--- config.mk ---
export PLATFORM = sky130hd
export DESIGN_NAME = leading_space_entab_stripper_flat
export DESIGN_NICKNAME = d
export VERILOG_FILES = /design/src/hw/rtl/lses_pkg.sv /design/src/hw/rtl/lses_in_if.sv /design/src/hw/rtl/lses_out_if.sv /design/src/hw/rtl/lses_ctrl.sv /design/src/hw/rtl/lses_dp.sv /design/src/hw/rtl/leading_space_entab_stripper.sv /design/src/flat_wrapper.sv
export VERILOG_INCLUDE_DIRS = /design/src /design/src/hw/rtl
export SDC_FILE = /design/constraint.sdc
export NUM_CORES = 1
export LEC_CHECK = 0
export ABC_CLOCK_PERIOD_IN_PS = 6000
export BUFFER_PORTS_ARGS = -buffer_cell sky130_fd_sc_hd__buf_2
export CORE_MARGIN = 4
export CORE_UTILIZATION = 60
export CTS_CLUSTER_SIZE = 30
export DETAILED_ROUTE_END_ITERATION = 6
export PLACE_DENSITY_LB_ADDON = 0.3
export SLEW_MARGIN = 20
export SYNTH_ARGS = -nofsm -noshare
export SYNTH_HDL_FRONTEND = slang
export SYNTH_SLANG_ARGS = --single-unit
--- constraint.sdc ---
create_clock -name clk_i -period 6 [get_ports clk_i]
set_input_delay 1.2 -clock clk_i [delete_from_list [all_inputs] [get_ports clk_i]]
set_output_delay 1.2 -clock clk_i [all_outputs]
set_load 0.01 [all_outputs]
--- src/hw/rtl/assert_macros.svh ---
// Assertion macros shared by the stripper RTL.
// No dependencies; included by the controller and the datapath.
`ifndef ASSERT_MACROS_SVH
`define ASSERT_MACROS_SVH

// Assert a property on the rising clock edge, disabled while reset is low.
`define LSES_ASSERT(lbl, clk, rst_n, prop, msg) \
  lbl: assert property (@(posedge clk) disable iff (!rst_n) prop) else $error(msg);

// Assert that a condition never holds on the rising clock edge.
`define LSES_NEVER(lbl, clk, rst_n, cond, msg) \
  lbl: assert property (@(posedge clk) disable iff (!rst_n) !(cond)) else $error(msg);

`endif

--- src/hw/rtl/lses_pkg.sv ---
// Package of the leading space entab stripper: byte codes and the
// command and status structs between controller and datapath. No dependencies.
package lses_pkg;

  localparam logic [7:0] CH_NUL = 8'd0;
  localparam logic [7:0] CH_TAB = 8'd9;
  localparam logic [7:0] CH_LF  = 8'd10;
  localparam logic [7:0] CH_CR  = 8'd13;
  localparam logic [7:0] CH_SP  = 8'd32;

  typedef struct packed {
    logic load;
    logic lead_adv;
    logic lead_start;
    logic push;
    logic spill;
    logic emit_tab;
    logic emit_sp;
    logic emit_mark;
    logic emit_final;
  } lses_cmd_t;

  typedef struct packed {
    logic is_end;
    logic is_eol;
    logic is_ws;
    logic in_leading;
    logic tab_zero;
    logic sp_zero;
    logic pend_zero;
    logic pend_full;
    logic out_free;
  } lses_sts_t;

endpackage

--- src/hw/rtl/lses_in_if.sv ---
// Input channel of the stripper: one text byte per transaction.
// No dependencies.
interface lses_in_if;
  logic       valid;
  logic       ready;
  logic [7:0] ch;

  modport source (output valid, output ch, input ready);
  modport sink (input valid, input ch, output ready);
endinterface

--- src/hw/rtl/lses_out_if.sv ---
// Output channel of the stripper: one emitted byte and its flags per transaction.
// No dependencies.
interface lses_out_if;
  logic       valid;
  logic       ready;
  logic [7:0] out_ch;
  logic       last_of_run;
  logic       end_of_text;
  logic       overflow;

  modport source (output valid, output out_ch, output last_of_run,
                  output end_of_text, output overflow, input ready);
  modport sink (input valid, input out_ch, input last_of_run,
                input end_of_text, input overflow, output ready);
endinterface

--- src/hw/rtl/lses_ctrl.sv ---
// Sequencer of the stripper: decodes each byte and steps the datapath
// through its emission phases. Depends on lses_pkg and assert_macros.svh.
`include "assert_macros.svh"

module lses_ctrl (
  input  logic               clk_i,
  input  logic               rst_ni,
  input  logic               in_valid_i,
  output logic               in_ready_o,
  input  lses_pkg::lses_sts_t sts_i,
  output lses_pkg::lses_cmd_t cmd_o
);
  import lses_pkg::*;

  localparam logic [2:0] S_IDLE   = 3'd0;
  localparam logic [2:0] S_DECODE = 3'd1;
  localparam logic [2:0] S_LTAB   = 3'd2;
  localparam logic [2:0] S_LSP    = 3'd3;
  localparam logic [2:0] S_FLUSH  = 3'd4;
  localparam logic [2:0] S_SPILL  = 3'd5;
  localparam logic [2:0] S_FINAL  = 3'd6;

  logic [2:0] state_q, state_d;
  lses_cmd_t  cmd;

  assign in_ready_o = (state_q == S_IDLE);
  assign cmd_o      = cmd;

  always_comb begin
    state_d = state_q;
    cmd     = '0;
    case (state_q)
      S_IDLE: begin
        if (in_valid_i) begin
          cmd.load = 1'b1;
          state_d  = S_DECODE;
        end
      end
      S_DECODE: begin
        if (sts_i.is_end || sts_i.is_eol) begin
          state_d = S_FINAL;
        end else if (sts_i.in_leading && sts_i.is_ws) begin
          cmd.lead_adv = 1'b1;
          state_d      = S_IDLE;
        end else if (sts_i.in_leading) begin
          cmd.lead_start = 1'b1;
          state_d        = S_LTAB;
        end else if (sts_i.is_ws && sts_i.pend_full) begin
          state_d = S_SPILL;
        end else if (sts_i.is_ws) begin
          cmd.push = 1'b1;
          state_d  = S_IDLE;
        end else begin
          state_d = S_FLUSH;
        end
      end
      S_LTAB: begin
        if (sts_i.tab_zero) begin
          state_d = S_LSP;
        end else if (sts_i.out_free) begin
          cmd.emit_tab = 1'b1;
        end
      end
      S_LSP: begin
        if (sts_i.sp_zero) begin
          state_d = S_FINAL;
        end else if (sts_i.out_free) begin
          cmd.emit_sp = 1'b1;
        end
      end
      S_FLUSH: begin
        if (sts_i.pend_zero) begin
          state_d = S_FINAL;
        end else if (sts_i.out_free) begin
          cmd.emit_mark = 1'b1;
        end
      end
      S_SPILL: begin
        if (sts_i.out_free) begin
          cmd.spill = 1'b1;
          state_d   = S_IDLE;
        end
      end
      S_FINAL: begin
        if (sts_i.out_free) begin
          cmd.emit_final = 1'b1;
          state_d        = S_IDLE;
        end
      end
      default: begin
        state_d = S_IDLE;
      end
    endcase
  end

  always_ff @(posedge clk_i or negedge rst_ni) begin
    if (!rst_ni) begin
      state_q <= S_IDLE;
    end else begin
      state_q <= state_d;
    end
  end

  `LSES_ASSERT(a_load_decodes, clk_i, rst_ni, cmd.load |=> (state_q == S_DECODE),
               "accepted byte not decoded next cycle")
  `LSES_ASSERT(a_final_done, clk_i, rst_ni, cmd.emit_final |=> (state_q == S_IDLE && in_ready_o),
               "channel not reopened after final result")
  `LSES_NEVER(a_ws_lead_emits, clk_i, rst_ni,
              (state_q == S_DECODE) && sts_i.in_leading && sts_i.is_ws &&
              !sts_i.is_end && !sts_i.is_eol && (state_d != S_IDLE),
              "leading whitespace must not start an emission")
endmodule

--- src/hw/rtl/lses_dp.sv ---
// Datapath of the stripper: byte latch, leading column, pending mark run,
// overflow flag and the output register. Depends on lses_pkg and assert_macros.svh.
`include "assert_macros.svh"

module lses_dp #(
  parameter int LEAD_COL_MAX = 120,
  parameter int PENDING_MAX  = 32
) (
  input  logic                clk_i,
  input  logic                rst_ni,
  input  logic [7:0]          ch_i,
  input  lses_pkg::lses_cmd_t cmd_i,
  output lses_pkg::lses_sts_t sts_o,
  output logic                out_valid_o,
  input  logic                out_ready_i,
  output logic [7:0]          out_ch_o,
  output logic                last_of_run_o,
  output logic                end_of_text_o,
  output logic                overflow_o
);
  import lses_pkg::*;

  localparam int LCW = $clog2(LEAD_COL_MAX + 1);
  localparam int TCW = LCW - 2;
  localparam int PCW = $clog2(PENDING_MAX + 1);

  logic [7:0]             ch_q, ch_d;
  logic                   lead_q, lead_d;
  logic [LCW-1:0]         col_q, col_d;
  logic [TCW-1:0]         tab_cnt_q, tab_cnt_d;
  logic [1:0]             sp_cnt_q, sp_cnt_d;
  logic [PCW-1:0]         pend_cnt_q, pend_cnt_d;
  logic [PENDING_MAX-1:0] pend_tab_q, pend_tab_d;
  logic                   ovf_q, ovf_d;
  logic                   ov_q, ov_d;
  logic [7:0]             o_ch_q, o_ch_d;
  logic                   o_last_q, o_last_d;
  logic                   o_eot_q, o_eot_d;
  logic                   o_ovf_q, o_ovf_d;

  logic                   is_tab, is_end, is_eol, out_free, emit_any;
  logic [LCW:0]           col_ext, col_nxt;
  logic [PENDING_MAX-1:0] push_oh;
  logic [7:0]             mark_ch;

  assign is_tab   = (ch_q == CH_TAB);
  assign is_end   = (ch_q == CH_NUL);
  assign is_eol   = (ch_q == CH_LF) || (ch_q == CH_CR);
  assign out_free = !ov_q || out_ready_i;
  assign emit_any = cmd_i.emit_tab || cmd_i.emit_sp || cmd_i.emit_mark ||
                    cmd_i.spill || cmd_i.emit_final;
  assign col_ext  = {1'b0, col_q};
  assign col_nxt  = is_tab ? ((col_ext | (LCW+1)'(3)) + (LCW+1)'(1))
                           : (col_ext + (LCW+1)'(1));
  assign push_oh  = PENDING_MAX'(1) << pend_cnt_q;
  assign mark_ch  = pend_tab_q[0] ? CH_TAB : CH_SP;

  always_comb begin
    sts_o.is_end     = is_end;
    sts_o.is_eol     = is_eol;
    sts_o.is_ws      = is_tab || (ch_q == CH_SP);
    sts_o.in_leading = lead_q;
    sts_o.tab_zero   = (tab_cnt_q == '0);
    sts_o.sp_zero    = (sp_cnt_q == '0);
    sts_o.pend_zero  = (pend_cnt_q == '0);
    sts_o.pend_full  = (pend_cnt_q >= PCW'(PENDING_MAX));
    sts_o.out_free   = out_free;
  end

  always_comb begin
    ch_d       = ch_q;
    lead_d     = lead_q;
    col_d      = col_q;
    tab_cnt_d  = tab_cnt_q;
    sp_cnt_d   = sp_cnt_q;
    pend_cnt_d = pend_cnt_q;
    pend_tab_d = pend_tab_q;
    ovf_d      = ovf_q;
    ov_d       = ov_q && !out_ready_i;
    o_ch_d     = o_ch_q;
    o_last_d   = o_last_q;
    o_eot_d    = o_eot_q;
    o_ovf_d    = o_ovf_q;

    if (cmd_i.load) begin
      ch_d = ch_i;
    end
    if (cmd_i.lead_adv) begin
      if (col_nxt > (LCW+1)'(LEAD_COL_MAX)) begin
        col_d = LCW'(LEAD_COL_MAX);
        ovf_d = 1'b1;
      end else begin
        col_d = col_nxt[LCW-1:0];
      end
    end
    if (cmd_i.lead_start) begin
      tab_cnt_d = col_q[LCW-1:2];
      sp_cnt_d  = col_q[1:0];
      col_d     = '0;
      lead_d    = 1'b0;
    end
    if (cmd_i.push) begin
      pend_tab_d = is_tab ? (pend_tab_q | push_oh) : (pend_tab_q & ~push_oh);
      pend_cnt_d = pend_cnt_q + PCW'(1);
    end
    if (emit_any) begin
      ov_d     = 1'b1;
      o_last_d = 1'b0;
      o_eot_d  = 1'b0;
      o_ovf_d  = ovf_q;
    end
    if (cmd_i.emit_tab) begin
      o_ch_d    = CH_TAB;
      tab_cnt_d = tab_cnt_q - TCW'(1);
    end
    if (cmd_i.emit_sp) begin
      o_ch_d   = CH_SP;
      sp_cnt_d = sp_cnt_q - 2'd1;
    end
    if (cmd_i.emit_mark) begin
      o_ch_d     = mark_ch;
      pend_tab_d = pend_tab_q >> 1;
      pend_cnt_d = pend_cnt_q - PCW'(1);
    end
    if (cmd_i.spill) begin
      o_ch_d     = mark_ch;
      o_last_d   = 1'b1;
      o_ovf_d    = 1'b1;
      ovf_d      = 1'b1;
      pend_tab_d = {is_tab, pend_tab_q[PENDING_MAX-1:1]};
    end
    if (cmd_i.emit_final) begin
      o_ch_d   = ch_q;
      o_last_d = 1'b1;
      o_eot_d  = is_end;
      if (is_end || is_eol) begin
        lead_d     = 1'b1;
        col_d      = '0;
        pend_cnt_d = '0;
        ovf_d      = 1'b0;
      end
    end
  end

  always_ff @(posedge clk_i or negedge rst_ni) begin
    if (!rst_ni) begin
      lead_q     <= 1'b1;
      col_q      <= '0;
      tab_cnt_q  <= '0;
      sp_cnt_q   <= '0;
      pend_cnt_q <= '0;
      ovf_q      <= 1'b0;
      ov_q       <= 1'b0;
    end else begin
      lead_q     <= lead_d;
      col_q      <= col_d;
      tab_cnt_q  <= tab_cnt_d;
      sp_cnt_q   <= sp_cnt_d;
      pend_cnt_q <= pend_cnt_d;
      ovf_q      <= ovf_d;
      ov_q       <= ov_d;
    end
  end

  always_ff @(posedge clk_i) begin
    ch_q       <= ch_d;
    pend_tab_q <= pend_tab_d;
    o_ch_q     <= o_ch_d;
    o_last_q   <= o_last_d;
    o_eot_q    <= o_eot_d;
    o_ovf_q    <= o_ovf_d;
  end

  assign out_valid_o   = ov_q;
  assign out_ch_o      = o_ch_q;
  assign last_of_run_o = o_last_q;
  assign end_of_text_o = o_eot_q;
  assign overflow_o    = o_ovf_q;

  `LSES_NEVER(a_emit_busy, clk_i, rst_ni, emit_any && ov_q && !out_ready_i,
              "result issued while output register is held")
  `LSES_NEVER(a_pend_bound, clk_i, rst_ni, pend_cnt_q > PCW'(PENDING_MAX),
              "pending run beyond its bound")
  `LSES_ASSERT(a_line_restart, clk_i, rst_ni,
               (cmd_i.emit_final && (is_end || is_eol)) |=>
               (lead_q && (pend_cnt_q == '0) && (col_q == '0) && !ovf_q),
               "line state not restarted after terminator")
endmodule

--- src/hw/rtl/leading_space_entab_stripper.sv ---
// Top level of the leading space entab stripper.
// Depends on lses_pkg, lses_in_if, lses_out_if, lses_ctrl and lses_dp.
//
// Usage:
//   in_i carries one text byte per transaction; out_o carries one emitted
//   byte per transaction with last_of_run, end_of_text and overflow flags.
//   Leading spaces and tabs are re-emitted as col/4 tabs and col%4 spaces
//   ahead of the first other byte; later whitespace is held and flushed
//   ahead of the next other byte, or dropped at CR, LF or a zero byte.
//   A zero byte yields one terminator result with end_of_text set.
// Sequencing: whitespace that is only absorbed yields no result; CR, LF,
//   a zero byte or a pending-run spill yields one result. The sequencer
//   decodes one byte and then steps through its emission phases (leading
//   tabs, leading spaces, pending marks, spill, final byte), emitting one
//   result per cycle within a phase while the output register is free,
//   through a single output register; the next byte is taken once the
//   last result has entered that register.
// Reset: the block starts at line start with no pending run and no
//   overflow; the output register is empty.
// Stall: a held output register stops the sequencer; no result is lost.
module leading_space_entab_stripper #(
  parameter int LEAD_COL_MAX = 120,
  parameter int PENDING_MAX  = 32
) (
  input  logic       clk_i,
  input  logic       rst_ni,
  lses_in_if.sink    in_i,
  lses_out_if.source out_o
);
  import lses_pkg::*;

  lses_cmd_t cmd;
  lses_sts_t sts;

  lses_ctrl u_ctrl (
    .clk_i      (clk_i),
    .rst_ni     (rst_ni),
    .in_valid_i (in_i.valid),
    .in_ready_o (in_i.ready),
    .sts_i      (sts),
    .cmd_o      (cmd)
  );

  lses_dp #(
    .LEAD_COL_MAX (LEAD_COL_MAX),
    .PENDING_MAX  (PENDING_MAX)
  ) u_dp (
    .clk_i         (clk_i),
    .rst_ni        (rst_ni),
    .ch_i          (in_i.ch),
    .cmd_i         (cmd),
    .sts_o         (sts),
    .out_valid_o   (out_o.valid),
    .out_ready_i   (out_o.ready),
    .out_ch_o      (out_o.out_ch),
    .last_of_run_o (out_o.last_of_run),
    .end_of_text_o (out_o.end_of_text),
    .overflow_o    (out_o.overflow)
  );
endmodule

--- src/flat_wrapper.sv ---
// flat-port wrapper written by rule: the top's interface ports become plain ports
module leading_space_entab_stripper_flat import lses_pkg::*;
#(
  parameter int LEAD_COL_MAX = 120,
  parameter int PENDING_MAX  = 32
)
  (clk_i, rst_ni, in_i_valid, in_i_ch, in_i_ready, out_o_valid, out_o_out_ch, out_o_last_of_run, out_o_end_of_text, out_o_overflow, out_o_ready);
  lses_in_if in_i_i ();
  lses_out_if out_o_i ();
  input  logic clk_i;
  input  logic rst_ni;
  input wire logic [$bits(in_i_i.valid)-1:0] in_i_valid;
  input wire logic [$bits(in_i_i.ch)-1:0] in_i_ch;
  output wire logic [$bits(in_i_i.ready)-1:0] in_i_ready;
  output wire logic [$bits(out_o_i.valid)-1:0] out_o_valid;
  output wire logic [$bits(out_o_i.out_ch)-1:0] out_o_out_ch;
  output wire logic [$bits(out_o_i.last_of_run)-1:0] out_o_last_of_run;
  output wire logic [$bits(out_o_i.end_of_text)-1:0] out_o_end_of_text;
  output wire logic [$bits(out_o_i.overflow)-1:0] out_o_overflow;
  input wire logic [$bits(out_o_i.ready)-1:0] out_o_ready;
  assign in_i_i.valid = in_i_valid;
  assign in_i_i.ch = in_i_ch;
  assign in_i_ready = in_i_i.ready;
  assign out_o_valid = out_o_i.valid;
  assign out_o_out_ch = out_o_i.out_ch;
  assign out_o_last_of_run = out_o_i.last_of_run;
  assign out_o_end_of_text = out_o_i.end_of_text;
  assign out_o_overflow = out_o_i.overflow;
  assign out_o_i.ready = out_o_ready;
  leading_space_entab_stripper #(.LEAD_COL_MAX(LEAD_COL_MAX), .PENDING_MAX(PENDING_MAX)) u_core (.clk_i(clk_i), .rst_ni(rst_ni), .in_i(in_i_i), .out_o(out_o_i));
endmodule
-- Word level (Yosys, flattened, before mapping)
Cells that the tools add are included.
- word-level logic and storage cells: 132
- output and inout bits: 13
- bits of input ports: 12
- register bits after elaboration: 77
- reduce and logical (&&, ||, !) cells: 26
- $add $sub $neg: 6
- multiplexer cells: 65
- magnitude comparators: 2
- shift operators: 1
- bitwise logic cells: 3
- eq/ne operators: 15
- operators with widths (kind ; count):
    $mux W32 ; 4
    $mux W8 ; 6
    $mux W3 ; 12
    $mux W7 ; 5
    $and A32 B32 Y32 ; 1
    $not A32 Y32 ; 1
    $or A32 B32 Y32 ; 1
    $shl A1 B6 Y32 const A ; 1
    $mux W6 ; 5
    $mux W1 ; 27
    $eq A8 B4 Y1 const B ; 3
    $pmux W3 S6 ; 1
    $add A7 B1 Y8 const B ; 2
    $mux W5 ; 2
    $eq A3 B3 Y1 const B ; 3
    $eq A8 B6 Y1 const B ; 1
    $gt A8 B7 Y1 const B ; 1
    $logic_not A8 Y1 ; 1
    $logic_or A1 B1 Y1 ; 8
    $ne A2 B1 Y1 const B ; 4
    $add A6 B1 Y6 const B ; 1
    $eq A3 B2 Y1 const B ; 2
    $ge A6 B6 Y1 const B ; 1
    $logic_not A6 Y1 ; 1
    other kinds (16) ; 24

-- Logic depth before layout (Yosys ltp)
- depth in word-level cells: 12
- depth in mapped cells: 9
- depth with buffers taken out: 8

-- By module
Synthesis repeated with hierarchy kept, for this count alone.
- cell total of the unflattened synthesis: 471
- area total of the unflattened synthesis: 4376.7 µm²
- by module, submodules not included (module ; instances ; sequential area each (µm²) ; area an instance (µm²) ; cells each):
    lses_dp ; 1 ; 2088.3 ; 4048.9 ; 430
    lses_ctrl ; 1 ; 75.1 ; 327.8 ; 41

-- Worst setup path after synthesis
Ideal clock, no wire load.
- path kind: input-to-reg
- start: input port out_o_ready
- end: register u_core.u_dp.tab_cnt_q[3]
- cell stages on the path: 7
- data required time: 5869 ps
- setup time: 131 ps
- data arrival time: 2632 ps
- slack: 3237 ps
- cell sequence: nand2b_2 -> nand2_1 -> or4_1 -> buf_2 -> or4_1 -> nand3_1 -> o211ai_1
- word-level cells in the longest chain between the ends: 5
- elaborated cells on any way between the ends: 6
- RTL lines (item ; line ; text):
    start, declared ; flat_wrapper.sv:20 ; input wire logic [$bits(out_o_i.ready)-1:0] out_o_ready;
    $logic_or A1 B1 Y1 (*) ; lses_dp.sv:49 ; assign out_free = !ov_q || out_ready_i;
    $mux W1 (*) ; lses_ctrl.sv:60 ; end else if (sts_i.out_free) begin
    $mux W1 (*) ; lses_ctrl.sv:58 ; if (sts_i.tab_zero) begin
    $mux W1 (*) ; lses_ctrl.sv:32 ; case (state_q)
    $mux W5 or $reduce_bool A2 Y1 (tied branches) ; - ;
    end signal, assigned ; lses_dp.sv:157 ; tab_cnt_q <= tab_cnt_d;
    end, declared ; lses_dp.sv:30 ; logic [TCW-1:0] tab_cnt_q, tab_cnt_d;
Every way passes the cells marked *; elsewhere a longest branch is shown, timed or not.
A chain may end at the register's enable or synchronous reset.

-- Worst setup path in the final report
- start: input port out_o_ready
- end: register u_core.u_dp.col_q[2]
- word-level cells in the longest chain between the ends: 4
- RTL lines (item ; line ; text):
    $logic_or A1 B1 Y1 ; lses_dp.sv:49 ;
    $mux W1 ; lses_ctrl.sv:85 ; if (sts_i.out_free) begin
    $mux W1 ; lses_ctrl.sv:32 ;
    $mux W7 ; lses_dp.sv:132 ; if (cmd_i.emit_final) begin
    net u_core.u_dp.col_d[2] ; lses_dp.sv:29 ; logic [LCW-1:0] col_q, col_d;
    end signal, assigned ; lses_dp.sv:156 ; col_q <= col_d;
    end, declared ; lses_dp.sv:29 ;
The timed path passes the listed nets, and every way through them passes these cells.

==> run summary <==
post-CTS setup buffer count - 0
WP data arrival - 3.03 ns
Ports - 25
Rows - 30
Chip Height - 93.7 um
post-CTS sizing - 0
WL/cell - 17.5 um
dpl cell area - 4540 um2
RSZ-0062 raised after global routing - false
Total GRT Usage - 23.9%
number of buffers created by CTS - 9
H-tree depth - 3
Avg Cell Area, Syn - 9.76 um2
Area growth syn-to-layout - 7.50%
hold path depth - 2
Rel. slew slack - 26.6%
hold_buf cts - 0
LEAKAGE - 1.76 nW
hold crit path type - flip-flop to flip-flop
DR WL met2 - 4680 um
Mapped Cells - 451
unique cell type count in the Yosys netlist - 66
share of synthesized flip-flops with an asynchronous set or reset - 33.8%
initial drt markers - 420
Setup-failing EPs final - 0
ys flop type - edfxtp_1
Clock transition at path regs - 0.08 ns
Hold Path End - u_core.u_dp.overflow_o
minimum clock period - 2.80 ns
CTS max path bufs - 2
Reg power frac - 43.2%
Final period util - 46.7%
Critical Setup Path Class - input pin to flip-flop
CP Capture Type - flip-flop
Final Util - 68.2%
FF+latch count, synth - 77
final hold violations - 0
Slew Limit Fails - 0
CP Max Fanout - 11
diode count - 0
Setup Skew - 0.00605 ns
CP max stage delay - 0.60 ns
Clock power frac - 17.3%
WL met3 - 573 um
detailed-route via count - 3583
Max Freq - 357 MHz
setup slack, reg-to-reg - 3.23 ns
Worst Path Required - 6.23 ns
TritonCTS clock tree - yes
Syn Nets - 475
Switch Pwr - 0.918 mW
Final ANT Viol Nets - 0
EDFF count, synth - 49
critical path, cell by cell - buf_2 > nand2b_2 > nand2_1 > or3_1 > nor3_2 > or2_1 > o21ai_1
DR DRC count - 0
global-route wire length before repair - 16500 um
WL final - 9840 um
layout cells sized above 1 - 12.4%
Area contributors post-synth - edfxtp_1 (33%), dfrtp_1 (14%), o31ai_1 (5.5%)
family with the most delay on the worst path - simple AND/OR/NAND/NOR gates
die area - 8770 um2
largest net degree at the start of global routing - 75
initial antenna violation count - 0
Die X - 93.7 um
M1 wire length - 4460 um
global placement routability congestion - 0.918
Design Area, Final - 4730 um2
total power - 2.21 mW
root buffer cell - clkbuf_8
final net count - 486
Core ar. - 6940 um2
CP max stage cell - nor3_2
r2r startpoint - u_core.u_dp.ch_q[4]
power per cell area - 466 nW/um2
Yosys top cell by area - edfxtp_1
clk sinks - 77
max capacitance violation total - 0
Sw Share - 41.6%
cell area after technology mapping - 4400 um2
Ys Warns - 0
Critical Path Source - out_o_ready
first drt pass iteration count - 6
Worst VDD drop - 0.000265 V
total congestion overflow - 0
hold slack - 0.489 ns
dpl hpwl - 6830 um
measured slew at the worst slew-check pin - 1.10 ns
worst hold start - u_core.u_dp.overflow_o
register area share after synthesis - 49.1%
IO buf count - 24
Starting Density - 63.4%
vias in the first global route - 3387
Int Power - 1.29 mW
outcome - completed
DR top layer - met4
Worst Path Buf+Inv - 1
Clock Latency Late Sink - 0.35 ns
setup TNS - 0 ns
CP Launch Type - input pin
share of the synthesized area in the top cell type - 33.4%
vias per cell - 6.38
cell depth of the worst flop-to-flop path - 4
Logic pwr share - 39.5%
-- Yosys cell counts (5+ instances only) --
master	count
a21oi_1	23
and2_1	10
buf_2	7
clkbuf_1	15
dfrtp_1	25
edfxtp_1	49
ha_1	12
inv_1	17
mux2i_1	5
nand2_1	62
nand2b_1	10
nand3_1	13
nand4_1	5
nor2_1	38
nor3_1	10
o21ai_0	26
o22ai_1	7
o31ai_1	32
or3_1	7
-- layout make-up --
| type | instances | area, um2 |
|---|---|---|
| inverters | 17 | 63.8 |
| clock inverters | 5 | 62.6 |
| multi-input cells | 331 | 2060 |
| repair buffers | 26 | 135 |
| well taps | 96 | 120 |
| clock buffers | 10 | 128 |
| flip-flops and latches | 77 | 2160 |
| fillers | 533 | 2210 |
-- stage by stage --
stage | setup WS, ns | instances
global placement | 2.65 | 547
CTS | 2.89 | 562
floorplan | 3.24 | 451
finish | 3.20 | 562
global route | 3.05 | 562
detailed placement | 2.51 | 547
-- layout by cell type (no fill, tap or decap), types with 4 or more instances in the layout --
master / n
nand4_1: 5
nand2b_1: 10
and2_1: 10
edfxtp_1: 49
o31ai_1: 32
mux2i_1: 5
buf_2: 24
o211ai_1: 4
a21oi_1: 23
nand3_1: 13
dfrtp_1: 25
nor2_1: 38
nor3_1: 9
o22ai_1: 7
o21ai_0: 26
nand2_1: 62
inv_1: 17
a21o_1: 4
clkbuf_8: 9
ha_1: 12
or3_1: 7
-- power by group through the flow --
stage,logic [mW],clock network [mW],registers [mW]
after floorplan,0.702,0,0.892
after global placement,0.820,0,0.948
final,0.871,0.383,0.953
after global routing,0.974,0.410,0.979
after CTS,0.860,0.387,0.949
after detailed placement,0.850,0,0.959
-- how the worst max path moves through the flow --
stage / endpoint / cells past startpoint
after CTS: u_core.u_dp.col_q[2] / 7
after detailed placement: u_core.u_dp.col_q[2] / 7
final: u_core.u_dp.col_q[2] / 7
after global placement: u_core.u_dp.col_q[2] / 7
after floorplan: u_core.u_dp.tab_cnt_q[3] / 7
after global routing: flip-flop / 4
-- layer usage --
layer / GRT usage (%) / vias to the layer above
li1: - / 1687
met1: 34.3 / 1723
met2: 36.5 / 158
met3: 4.41 / 15
met4: 8.54 / 0
met5: 0 / -
-- tightest hold or removal path: stages (launching register included) --
cell     delay, ns
dfxtp_1       0.32
inv_1         0.05
mux2i_1       0.06
-- cell families after synthesis --
kind of cell	Yosys count	synth area share, %
multiplexers	5	1.14
AO/OA/AOI/OAI	124	19.0
buffers and inverters	43	4.21
adder cells (fa/ha/maj)	12	3.41
AND/OR/NAND/NOR	185	22.2
XOR/XNOR	5	0.995
flip-flops	77	49.1
(Power assumes the default switching activity.)
